===== config.mk =====
export PLATFORM = sky130hd
export DESIGN_NAME = prri_ctrl
export DESIGN_NICKNAME = d
export VERILOG_FILES = /design/src/hdl/paired_read_reorder_index_unit_macros.svh /design/src/hdl/prri_pkg.sv /design/src/hdl/prri_ctrl.sv
export SDC_FILE = /design/constraint.sdc
export NUM_CORES = 1
export LEC_CHECK = 0
export BUFFER_PORTS_ARGS = -buffer_cell sky130_fd_sc_hd__buf_2
export CORE_AREA = 2 2 39 41
export DETAILED_ROUTE_END_ITERATION = 16
export DIE_AREA = 0 0 41 43
export MAX_ROUTING_LAYER = met4
export PLACE_DENSITY = 0.69
export SLEW_MARGIN = 20
export SYNTH_ARGS = -nofsm -noshare
export SYNTH_HDL_FRONTEND = slang
export SYNTH_SLANG_ARGS = --single-unit

===== constraint.sdc =====
create_clock -name clk -period 1.9 [get_ports clk]
set_input_delay 0.19 -clock clk [delete_from_list [all_inputs] [get_ports clk]]
set_output_delay 0.19 -clock clk [all_outputs]
set_load 0.01 [all_outputs]

===== src/hdl/paired_read_reorder_index_unit_macros.svh =====
// ----------------------------------------------------------------------------
// paired read reorder index unit assertion macros
// concurrent assertion shorthands shared by the unit's checks
// ----------------------------------------------------------------------------
`ifndef PAIRED_READ_REORDER_INDEX_UNIT_MACROS_SVH
`define PAIRED_READ_REORDER_INDEX_UNIT_MACROS_SVH

// consequent checked in the same cycle as the antecedent
`define PRRI_ASSERT_SAME(label, clk, rst_n, ante, cons) \
	label: assert property (@(posedge clk) disable iff (!rst_n) (ante) |-> (cons)) \
		else $error("prri assertion failed");

// consequent checked in the cycle after the antecedent
`define PRRI_ASSERT_NEXT(label, clk, rst_n, ante, cons) \
	label: assert property (@(posedge clk) disable iff (!rst_n) (ante) |=> (cons)) \
		else $error("prri assertion failed");

`endif


===== src/hdl/prri_pkg.sv =====
// ----------------------------------------------------------------------------
// prri_pkg
// types, codes and widths shared by the paired read reorder index unit
// ----------------------------------------------------------------------------
package prri_pkg;

	localparam int CNT_W  = 11;
	localparam int READ_W = 10;
	localparam int KIND_W = 2;
	localparam int STAT_W = 2;
	localparam int APB_AW = 3;
	localparam int APB_DW = 32;

	// item kinds
	localparam logic [KIND_W-1:0] KIND_LOAD     = 2'd0;
	localparam logic [KIND_W-1:0] KIND_SCAN     = 2'd1;
	localparam logic [KIND_W-1:0] KIND_READBACK = 2'd2;

	// result status codes
	localparam logic [STAT_W-1:0] STATUS_OK    = 2'd0;
	localparam logic [STAT_W-1:0] STATUS_MATE  = 2'd1;
	localparam logic [STAT_W-1:0] STATUS_RANGE = 2'd2;

	// register word index
	localparam logic REG_READ_COUNT = 1'b0;

	typedef struct packed {
		logic [KIND_W-1:0] kind;
		logic [READ_W-1:0] value;
		logic [READ_W-1:0] index;
	} item_t;

	typedef struct packed {
		logic [STAT_W-1:0] status;
		logic              single_valid;
		logic [READ_W-1:0] single_read;
		logic [READ_W-1:0] new_position;
	} result_t;

	typedef enum logic [2:0] {
		ST_CLEAR,
		ST_IDLE,
		ST_DECODE,
		ST_SCAN_CUR,
		ST_SCAN_MATE,
		ST_SCAN_WR2,
		ST_RB_DATA,
		ST_EMIT
	} state_t;

	typedef struct packed {
		logic              capture;
		logic              do_load;
		logic              scan_adv;
		logic              mark;
		logic              place_first;
		logic              place_second;
		logic              take_np;
		logic              set_status;
		logic [STAT_W-1:0] status;
		logic              emit;
		logic              clr_write;
	} cmd_t;

	typedef struct packed {
		logic [KIND_W-1:0] kind;
		logic              load_bad;
		logic              scan_end;
		logic              rb_bad;
		logic              cur_bad;
		logic              mate_seen;
		logic              mpos_before;
		logic              mpos_bad;
		logic              clr_last;
		logic              out_free;
	} sts_t;

endpackage


===== src/hdl/prri_ctrl.sv =====
// ----------------------------------------------------------------------------
// prri_ctrl
// sequencer for load, scan and read-back items and the seen map clear sweep
// ----------------------------------------------------------------------------
module prri_ctrl (
	input  logic           clk,
	input  logic           arst_n,
	input  logic           item_valid,
	output logic           item_stall,
	input  prri_pkg::sts_t sts,
	output prri_pkg::cmd_t cmd
);

	prri_pkg::state_t state_q;
	prri_pkg::state_t state_d;

	always_ff @(posedge clk or negedge arst_n) begin
		if (!arst_n) begin
			state_q <= prri_pkg::ST_CLEAR;
		end else begin
			state_q <= state_d;
		end
	end

	assign item_stall = (state_q != prri_pkg::ST_IDLE);

	always_comb begin
		state_d    = state_q;
		cmd        = '0;
		cmd.status = prri_pkg::STATUS_OK;
		case (state_q)
			prri_pkg::ST_CLEAR: begin
				cmd.clr_write = 1'b1;
				if (sts.clr_last) begin
					state_d = prri_pkg::ST_IDLE;
				end
			end
			prri_pkg::ST_IDLE: begin
				if (item_valid) begin
					cmd.capture = 1'b1;
					state_d     = prri_pkg::ST_DECODE;
				end
			end
			prri_pkg::ST_DECODE: begin
				state_d = prri_pkg::ST_EMIT;
				case (sts.kind)
					prri_pkg::KIND_LOAD: begin
						if (sts.load_bad) begin
							cmd.set_status = 1'b1;
							cmd.status     = prri_pkg::STATUS_RANGE;
						end else begin
							cmd.do_load = 1'b1;
						end
					end
					prri_pkg::KIND_SCAN: begin
						if (sts.scan_end) begin
							cmd.set_status = 1'b1;
							cmd.status     = prri_pkg::STATUS_RANGE;
						end else begin
							state_d = prri_pkg::ST_SCAN_CUR;
						end
					end
					prri_pkg::KIND_READBACK: begin
						if (sts.rb_bad) begin
							cmd.set_status = 1'b1;
							cmd.status     = prri_pkg::STATUS_RANGE;
						end else begin
							state_d = prri_pkg::ST_RB_DATA;
						end
					end
					default: begin
						cmd.set_status = 1'b1;
						cmd.status     = prri_pkg::STATUS_RANGE;
					end
				endcase
			end
			prri_pkg::ST_SCAN_CUR: begin
				cmd.scan_adv = 1'b1;
				if (sts.cur_bad) begin
					cmd.set_status = 1'b1;
					cmd.status     = prri_pkg::STATUS_RANGE;
					state_d        = prri_pkg::ST_EMIT;
				end else begin
					cmd.mark = 1'b1;
					state_d  = prri_pkg::ST_SCAN_MATE;
				end
			end
			prri_pkg::ST_SCAN_MATE: begin
				state_d = prri_pkg::ST_EMIT;
				if (!sts.mate_seen) begin
					if (sts.mpos_before) begin
						cmd.set_status = 1'b1;
						cmd.status     = prri_pkg::STATUS_MATE;
					end else if (sts.mpos_bad) begin
						cmd.set_status = 1'b1;
						cmd.status     = prri_pkg::STATUS_RANGE;
					end else begin
						cmd.place_first = 1'b1;
						state_d         = prri_pkg::ST_SCAN_WR2;
					end
				end
			end
			prri_pkg::ST_SCAN_WR2: begin
				cmd.place_second = 1'b1;
				state_d          = prri_pkg::ST_EMIT;
			end
			prri_pkg::ST_RB_DATA: begin
				cmd.take_np = 1'b1;
				state_d     = prri_pkg::ST_EMIT;
			end
			prri_pkg::ST_EMIT: begin
				if (sts.out_free) begin
					cmd.emit = 1'b1;
					state_d  = prri_pkg::ST_IDLE;
				end
			end
			default: begin
				state_d = prri_pkg::ST_IDLE;
			end
		endcase
	end

endmodule


; ---- Yosys cells after proc, flatten, opt, wreduce, memory -nomap -nowiden
; Index checks and enable logic that the tools add are counted.
[totals]
elab_cells = 54
regBits = 3
output_inout_bits = 13
[op_classes]
n_eq_ne = 13
mux = 36
n_reduce_logical = 4
[ops]
columns = cell, n
row1 = $mux 3, 13
row2 = $pmux 3 s7, 1
row3 = $pmux 3 s3, 2
row4 = $mux 1, 16
row5 = $eq 3x3->1 const B, 4
row6 = $eq 3x2->1 const B, 2
row7 = $mux 2, 3
row8 = $ne 2x2->1 const B, 3
row9 = $pmux 3 s2, 1
row10 = $eq 3x1->1 const B, 1
row11 = $logic_not 3->1, 1
row12 = $ne 3x1->1 const B, 1
row13 = $reduce_and 3->1, 1
row14 = $eq 2x1->1 const B, 1
row15 = $eq 2x2->1 const B, 1
row16 = $logic_not 2->1, 1
row17 = $reduce_or 2->1, 1

; ---- Logic depth before layout (Yosys ltp)
[logic_depth]
depth_word = 4
mapped_depth = 5
ltp_nobuf = 5

; ---- Worst setup path before layout
; Ideal clock, no wire load.
[synth_timing]
path_type = register -> output
start = reg state_q[2]
end = out cmd[10] (netlist bit)
path_stages_with_launch = 3
required_time_ns = 1.710
t_arrival_ns = 1.069
path_slack_ns = 0.641
cell_sequence = dfrtp_1 -> buf_2 -> nor4b_1
[synth_rtl]
columns = item, line
row1 = start: declaration, prri_ctrl.sv:14  ; prri_pkg::state_t state_q;
row2 = start signal: assignment, prri_ctrl.sv:19  ; state_q <= prri_pkg::ST_CLEAR;
row3 = start signal: assignment, prri_ctrl.sv:21  ; state_q <= state_d;
row4 = end: declaration, prri_ctrl.sv:11  ; output prri_pkg::cmd_t cmd

==> impl_metrics.env <==
export IMPL_reg2regPathDepth=3
export IMPL_drive_gt1_frac=0.4250
export IMPL_finalHoldViolations=0
export IMPL_antenna_left=0
export IMPL_pwr_density_cell_mw_per_mm2=1054
export IMPL_io_buffer_count=26
export IMPL_wl_per_cell_um=10.43
export IMPL_ys_ff_latch=3
export IMPL_cts_sinks=3
export IMPL_grt_total_usage=0.1331
export IMPL_cts_tree="yes"
export IMPL_die_w_um=41
export IMPL_crit_chain="nand2b_2, a311o_1, o311ai_1, buf_2"
export IMPL_path_clk_slew_ns=0.04
export IMPL_crit_type="flop to output pin"
export IMPL_synthTopCellsByArea="dfrtp_1, ha_1, nor4b_4"
export IMPL_ioPinCount=27
export IMPL_num_vias=470
export IMPL_final_cell_mix="buf_2, nor2_1, inv_1, nand2_1, ha_1"
export IMPL_first_iter_violations=3
export IMPL_worst_slew_pin_slew_ns=0.3538
export IMPL_syn_num_nets=69
export IMPL_critical_path_top_delay_family="flip-flops"
export IMPL_synth_edf_count=0
export IMPL_cts_max_path_buffers=2
export IMPL_crit_arrival_ns=1.56
export IMPL_ys_warn_count=0
export IMPL_grt_pass1_vias=437
export IMPL_maxCapViolCount=0
export IMPL_hold_class="input port to flop"
export IMPL_period_share=0.9202
export IMPL_rows=14
export IMPL_status="complete, no violations"
export IMPL_synth_cell_types=26
export IMPL_p_leak_nw=0.3052
export IMPL_syn_inst=51
export IMPL_cts_made_buffers=3
export IMPL_maxSlewViolCount=0
export IMPL_synth_top_area_share=0.1770
export IMPL_clock_latency_ns=0.24
export IMPL_synth_async_reset_ratio=1.000
export IMPL_setup_viol=0
export IMPL_yosysSeqAreaShare=0.1770
export IMPL_period_minus_slack_ns=1.748
export IMPL_largest_reg_flops=3
export IMPL_slew_headroom=0.7641
export IMPL_postLayoutCoreUtil=0.4277
export IMPL_worst_path_stages=4
export IMPL_whs_path_depth=3
export IMPL_path_max_fanout=12
export IMPL_core_area_mm2=0.001384
export IMPL_die_height_um=43
export IMPL_gp_congestion=0.7450
export IMPL_startpoint_type="flop"
export IMPL_routed_wl_mm=1.001
export IMPL_fmax_ghz=0.5719
export IMPL_drt_pass1_iterations=3
export IMPL_antenna_found_initial=0
export IMPL_crit_path_top_delay_cell="dfrtp_2"
export IMPL_dp_hpwl_um=818.9
export IMPL_start_util=0.3065
export IMPL_pre_cts_slack_ns=0.3413
export IMPL_crit_buf_inv=1
export IMPL_reg_top3="state_q: 3 flops"
export IMPL_max_stage_delay_ns=0.48
export IMPL_syn_area_um2=424.2
export IMPL_ctsHtreeMaxLevel=1
export IMPL_grt_overflow=0
export IMPL_diodes=0
export IMPL_place_inst=91
export IMPL_cp_required_ns=1.71
export IMPL_die_area_mm2=0.001763
export IMPL_synth_top_area_cell="dfrtp_1"
export IMPL_areaGrowthSynthToFinish_pct=39.53
export IMPL_layout_commonest_cell="buf_2"
export IMPL_peakVddDrop_uv=371.9
export IMPL_postCtsSetupRepairBufs=0
export IMPL_synthFlopType="dfrtp_1"
export IMPL_nets=99
export IMPL_cts_root_buf="clkbuf_4"
export IMPL_crit_path_end_kind="output pin"
export IMPL_hold_worst_slack_ns=0.2471
export IMPL_fin_ws_ns=0.1515
export IMPL_regMostFlops="state_q"
export IMPL_rsz0062_at_grt="no"
export IMPL_drc=0
export IMPL_grt_max_degree=13
export IMPL_tns_ns=0
export IMPL_synth_area_per_cell_um2=8.317
export IMPL_skew_ns=0.004535
export IMPL_post_drt_via_cell_ratio=4.896
export IMPL_grt_pass1_wl_mm=1.642
export IMPL_instances_no_fill=96
==> cell usage after synthesis (2+ instances only) <==
| library cell | n |
|---|---|
| a21oi_1 | 3 |
| buf_6 | 2 |
| dfrtp_1 | 3 |
| ha_1 | 4 |
| inv_1 | 5 |
| nand2_1 | 4 |
| nand2b_1 | 2 |
| nand3b_1 | 2 |
| nor2_1 | 5 |
| nor3_1 | 2 |
| nor4b_1 | 2 |
| o22a_1 | 2 |
| o311ai_1 | 2 |
==> cell type report <==
| cell class | count | area, um2 |
|---|---|---|
| fill | 161 | 792.0 |
| clock buffer | 4 | 26.28 |
| tap | 16 | 20.02 |
| inverter | 5 | 18.77 |
| timing repair buffer | 28 | 147.6 |
| sequential | 3 | 76.32 |
| multi-input combinational | 40 | 302.8 |
==> report_power, final <==
group	switching, mW	internal [mW]
clock network	0.0346	0.0788
logic	0.171	0.167
registers	0.0797	0.0929
total	0.285	0.339
==> kinds of logic after synthesis <==
group,share of synthesized area
AO/OA/AOI/OAI,0.2478
adder cells (fa/ha/maj),0.1180
buffers and inverters,0.1091
flip-flops,0.1770
AND/OR/NAND/NOR,0.3481
==> worst register-to-register path, stage by stage (launching register included) <==
cell and delay [ns]:
dfrtp_1 0.46, buf_4 0.20, nor4b_1 0.30, a21oi_1 0.11
==> what timing repair did <==
item	CTS	global route
endpoints found under the setup margin	0	2
hold buffers	1	0
gates resized for setup	0	1
endpoints found under the hold margin	3	0
==> through the flow <==
step / power, mW / cell area, um2
2_1_floorplan: 0.4241 / 424.2
4_1_cts: 0.6277 / 590.6
3_3_place_gp: 0.5075 / 554.3
3_5_place_dp: 0.5111 / 554.3
5_1_grt: 0.6886 / 591.8
6_report: 0.6240 / 591.8
==> final timing paths <==
kind                       slack, ns                endpoint              startpoint
min in group asynchronous       0.27  state_q[1]$_DFFE_PN0P_                  arst_n
max in group asynchronous       1.51  state_q[0]$_DFFE_PN0P_                  arst_n
hold / removal                  0.25  state_q[2]$_DFFE_PN0P_                  sts[7]
setup / recovery                0.15                  cmd[4]  state_q[0]$_DFFE_PN0P_
hold reg to reg                 0.65  state_q[0]$_DFFE_PN0P_  state_q[2]$_DFFE_PN0P_
setup reg to reg                0.70  state_q[2]$_DFFE_PN0P_  state_q[2]$_DFFE_PN0P_
==> metal layers <==
| metal | GRT usage | up-vias | part of all wire | routed length, um |
|---|---|---|---|---|
| met5 | - | - | 0 | 0 |
| met1 | 0.1591 | 203 | 0.44 | 438 |
| li1 | - | 243 | - | - |
| met4 | 0.04000 | 0 | 0.013 | 13 |
| met2 | 0.2125 | 22 | 0.44 | 436 |
| met3 | 0.03141 | 2 | 0.11 | 112 |
Power figures use the tool's default switching activity.
